===== src/hw/rtl/ftu_pkg.sv =====
`default_nettype none
package ftu_pkg;

	localparam int BUCKETS_DEF = 1024;
	localparam int WAYS_DEF = 4;
	localparam logic [31:0] CRC_POLY = 32'h82F63B78;
	localparam logic [7:0] TCP_PROTO = 8'd6;
	localparam logic [4:0] CRC_LAST_STEP = 5'd19;
	localparam logic [4:0] MOD_LAST_STEP = 5'd2;

	typedef enum logic [1:0] {
		STAT_UPDATED = 2'd0,
		STAT_NEW = 2'd1,
		STAT_FULL = 2'd2
	} status_t;

	typedef struct packed {
		logic [11:0] vlan;
		logic [7:0] protocol;
		logic [31:0] src_addr;
		logic [31:0] dst_addr;
		logic [15:0] src_port;
		logic [15:0] dst_port;
		logic [7:0] tos_acc;
		logic [7:0] flags_acc;
		logic [63:0] byte_count;
		logic [63:0] packet_count;
		logic [31:0] first_seen;
		logic [31:0] last_seen;
	} entry_t;

	typedef struct packed {
		logic clr_step;
		logic load_in;
		logic crc_step;
		logic mod_step;
		logic rd;
		logic upd;
		logic out_load;
	} cmd_t;

	typedef struct packed {
		logic clr_last;
		logic crc_last;
		logic mod_last;
		logic out_free;
	} sts_t;

	// reflected crc32c, one byte lsb first
	function automatic logic [31:0] crc_byte(input logic [31:0] crc, input logic [7:0] data);
		logic [31:0] c;
		c = crc ^ {24'd0, data};
		for (int b = 0; b < 8; b++) begin
			c = c[0] ? ((c >> 1) ^ CRC_POLY) : (c >> 1);
		end
		return c;
	endfunction

endpackage
`default_nettype wire


===== src/hw/rtl/ftu_ctrl.sv =====
`default_nettype none
module ftu_ctrl (
	input wire logic clk,
	input wire logic arst_n,
	input wire logic pkt_valid,
	output logic pkt_stall,
	input wire ftu_pkg::sts_t sts,
	output ftu_pkg::cmd_t cmd
);

	typedef enum logic [6:0] {
		S_CLEAR = 7'b0000001,
		S_IDLE = 7'b0000010,
		S_CRC = 7'b0000100,
		S_MOD = 7'b0001000,
		S_READ = 7'b0010000,
		S_UPD = 7'b0100000,
		S_DONE = 7'b1000000
	} state_t;

	state_t state_q, state_nxt;

	always_ff @(posedge clk or negedge arst_n) begin
		if (!arst_n) begin
			state_q <= S_CLEAR;
		end else begin
			state_q <= state_nxt;
		end
	end

	assign pkt_stall = (state_q != S_IDLE);

	always_comb begin
		cmd = '0;
		state_nxt = state_q;
		case (state_q)
			S_CLEAR: begin
				cmd.clr_step = 1'b1;
				if (sts.clr_last) state_nxt = S_IDLE;
			end
			S_IDLE: begin
				if (pkt_valid) begin
					cmd.load_in = 1'b1;
					state_nxt = S_CRC;
				end
			end
			S_CRC: begin
				cmd.crc_step = 1'b1;
				if (sts.crc_last) state_nxt = S_MOD;
			end
			S_MOD: begin
				cmd.mod_step = 1'b1;
				if (sts.mod_last) state_nxt = S_READ;
			end
			S_READ: begin
				cmd.rd = 1'b1;
				state_nxt = S_UPD;
			end
			S_UPD: begin
				cmd.upd = 1'b1;
				state_nxt = S_DONE;
			end
			S_DONE: begin
				if (sts.out_free) begin
					cmd.out_load = 1'b1;
					state_nxt = S_IDLE;
				end
			end
			default: state_nxt = S_IDLE;
		endcase
	end

endmodule
`default_nettype wire


===== config.mk =====
export PLATFORM = sky130hd
export DESIGN_NAME = ftu_ctrl
export DESIGN_NICKNAME = d
export VERILOG_FILES = /design/src/hw/rtl/ftu_pkg.sv /design/src/hw/rtl/ftu_ctrl.sv
export SDC_FILE = /design/constraint.sdc
export NUM_CORES = 1
export LEC_CHECK = 0
export BUFFER_PORTS_ARGS = -buffer_cell sky130_fd_sc_hd__buf_4
export CAP_MARGIN = 20
export CORE_AREA = 2 2 39 41
export CTS_CLUSTER_SIZE = 10
export DETAILED_ROUTE_END_ITERATION = 16
export DIE_AREA = 0 0 41 43
export PLACE_DENSITY = 0.61
export SLEW_MARGIN = 10
export SYNTH_ARGS = -nofsm -noshare
export SYNTH_HDL_FRONTEND = slang
export SYNTH_SLANG_ARGS = --single-unit

===== constraint.sdc =====
create_clock -name clk -period 4.55 [get_ports clk]
set_input_delay 0.91 -clock clk [delete_from_list [all_inputs] [get_ports clk]]
set_output_delay 0.91 -clock clk [all_outputs]
set_load 0.02 [all_outputs]

==> reports/summary.log <==
INFO  outcome        result_of_the_run=completed
INFO  clock_tree     post-cts-setup-buffers=0
INFO  detailed_routing drt-pass1-iter-count=4
INFO  synthesis      muxShareOfSynthArea=0.0211
INFO  floorplan      floorplan.die.width=41um
INFO  final_layout   largest_registers=state_q: 7 flops
INFO  timing         rsz0062_at_grt=false
INFO  detailed_routing vias_per_cell=5.36
INFO  synthesis      ys_warn_count=0
INFO  timing         finalHoldViolations=0
INFO  floorplan      floorplan.rows=14
INFO  synthesis      post_synth.cell_area_avg=8.97um2
INFO  place          detail_placement_hpwl=818um
INFO  grt            first_global_vias=410
INFO  final_layout   design.final.nets=76
INFO  synthesis      mappedNetlistArea=475um2
INFO  grt            grt_util_all_layers=0.150
INFO  synthesis      netlist.top_cell.by_area=dfrtp_1
INFO  setup_path     crit-reg2reg-launch=state_q[4]
INFO  synthesis      synth-adder-area-share=0
INFO  final_layout   post_route_cells_drive_above_1_share=0.353
INFO  synthesis      synthTopCellsByArea=dfrtp_1 (32%), dfstp_2 (5.5%), nor3b_1 (4.7%), or4_4 (4.7%), inv_1 (3.9%)
INFO  timing         finalClockSkew=0.000943ns
INFO  final_layout   layout.filler_cells=150
INFO  hold_path      min-delay-path-class=in2async
INFO  clock_tree     cts_inserted_buffers=3
INFO  synthesis      synth_largest_type_area_fraction=0.316
INFO  clock_tree     number_of_buffers_inserted_for_hold_repair_after_clock_tree_synthesis=0
INFO  synthesis      ys_seq_area_frac=0.371
INFO  clock_tree     cts_tree=done
INFO  timing         worst_hold_margin=0.465ns
INFO  timing         fin_setup_tns=0ns
INFO  clock_tree     clock-root-buffer=clkbuf_4
INFO  final_layout   largest_reg_flops=7
INFO  grt            grt_max_degree=13
INFO  grt            first_pass_grt_wire_length=1800um
INFO  setup_path     critPathCaptureType=primary output
INFO  clock_tree     clkLatencyLatePin=0.24ns
INFO  final_layout   top_register=state_q
INFO  setup_path     worst_setup_path_start_kind=flip-flop
INFO  detailed_routing detail-route-antenna-nets=0
INFO  timing         timing.final.setup_violations=0
INFO  detailed_routing dr_total_vias=450
INFO  detailed_routing routed_wirelength=1050um
INFO  grt            globalRoute.totalOverflow=0
INFO  final_layout   syn2layout_area_growth=27.1%
INFO  timing         period_needed=2.85ns
INFO  synthesis      combinational_family_with_the_most_area_after_synthesis=simple AND/OR/NAND/NOR gates
INFO  floorplan      design.core.area=1380um2
INFO  detailed_routing drt-initial-drc-count=8
INFO  synthesis      post_synth_num_cell_types=29
INFO  clock_tree     cts.repair.resized=0
INFO  clock_tree     cts.path.max_buffers=2
INFO  synthesis      register_bit_total_from_synthesis=7
INFO  setup_path     crit_path_start=state_q[4]
INFO  power          p_leak=0.319nW
INFO  clock_tree     path_clk_slew=0.05ns
INFO  job            maxCapViolCount=0
INFO  grt            grt_antenna_before_repair=0
INFO  floorplan      io_pins=15
INFO  final_layout   diode_insertion_count_for_antenna_repair=0
INFO  timing         timing.fmax=351MHz
INFO  floorplan      die_h=43um
INFO  place          place_congestion=0.775
INFO  floorplan      dieArea=1760um2
INFO  timing         slew_headroom=0.723
INFO  synthesis      synthXorXnorAreaFrac=0.0184
INFO  setup_path     crit_arrival=1.94ns
INFO  synthesis      synth.net_count=60
INFO  place          port-buffer-count=14
INFO  synthesis      netlist_instances=53
INFO  final_layout   area_used_by_multi_input_combinational_logic=258um2
INFO  power          vdd.ir_drop.worst=0.265mV
INFO  synthesis      synth_compound_gate_area_share=0.100
INFO  setup_path     worstPathMaxFanout=9
INFO  clock_tree     clock_sinks=7
INFO  power          powerDensity=536nW/um2
INFO  detailed_routing routedWlPerCell=12.5um
INFO  timing         finalMaxSlewViolations=0
INFO  floorplan      initial_utilization=0.344
INFO  clock_tree     ctsHtreeMaxLevel=1
INFO  setup_path     required=3.64ns
INFO  final_layout   final-seq-area=176um2
INFO  detailed_routing detail_route.drc_violations=0
INFO  synthesis      yosys.area_share.simple=0.403
INFO  setup_path     worst-setup-path-type=reg2out
INFO  timing         worst_slew_pin_slew=0.412ns
INFO  timing         finalCritPeriodShare=0.626
INFO  power          p_total=0.000324W
## cells in the mapped netlist (all sizes together)
library cell,n
dfrtp,6
inv,5
nor2,5
and3,3
nor3,3
nor3b,3
nor4,3
and2,2
buf,2
nand3,2
nand3b,2
o21ai,2
or4,2
a211oi,1
and4b,1
clkbuf,1
dfstp,1
mux2i,1
nand2b,1
nor2b,1
o211ai,1
o21bai,1
o22ai,1
o32ai,1
or3,1
xor2,1
## metal layers
layer,part of all wire,wire length (um),GRT usage
met1,0.46,481,0.211
met2,0.50,531,0.209
met3,0.038,40,0.0314
met4,0,0,0.0800
met5,0,0,0
## through the flow
stage | utilization | setup WS, ns | std cells | instance area, um2
floorplan | - | 2.12 | 53 | 475
global placement | 0.418 | 2.04 | 80 | 578
detailed placement | 0.418 | 2.00 | 80 | 578
CTS | 0.437 | 1.72 | 84 | 604
global route | 0.437 | 1.55 | 84 | 604
finish | 0.437 | 1.70 | 84 | 604
## power breakdown
part	switching (W)	internal, W	leakage, nW
Clock	0.0000207	0.0000333	0.0150
Combinational	0.0000848	0.0000782	0.214
Sequential	0.0000299	0.0000770	0.0901
Total	0.000135	0.000189	0.319
## worst paths after layout
kind	to	slack, ns	depth (start not counted)
setup / recovery	cmd[5]	1.70	4
hold / removal	state_q[6]	0.46	1
setup reg to reg	state_q[1]	2.68	4
hold reg to reg	state_q[6]	0.62	1
max in group asynchronous	state_q[0]	3.88	1
min in group clk	state_q[6]	0.62	1
## logic make-up after synthesis
family	count (synthesis)
AND/OR/NAND/NOR	29
buffers and inverters	8
AO/OA/AOI/OAI	7
flip-flops	7
XOR/XNOR	1
multiplexers	1
## cell type report
| class | instances | area share |
|---|---|---|
| tap | 16 | 0.0331 |
| timing repair buffer | 14 | 0.174 |
| inverter | 5 | 0.0311 |
| clock buffer | 4 | 0.0435 |
| multi-input combinational | 38 | 0.427 |
| sequential | 7 | 0.292 |
## critical path, cell delays in order (launching register included)
cell and delay, ns:
dfrtp_1 0.46, or4_4 0.57, nor4_1 0.31, and2_1 0.21, buf_4 0.14
## layout by cell type, fill, tap and decap left out, types with 2 or more instances in the layout
| master | Yosys | final |
|---|---|---|
| or4_4 | 2 | 2 |
| o21ai_0 | 2 | 2 |
| nor4_1 | 3 | 3 |
| nor3_1 | 3 | 3 |
| and2_1 | 2 | 2 |
| buf_4 | 1 | 14 |
| nand3b_1 | 2 | 2 |
| dfrtp_1 | 6 | 6 |
| clkbuf_4 | 0 | 3 |
| nor3b_1 | 3 | 3 |
| inv_1 | 5 | 5 |
| nor2_1 | 5 | 5 |
| and3_2 | 2 | 2 |
No activity file was read; power rests on OpenSTA's default activity.
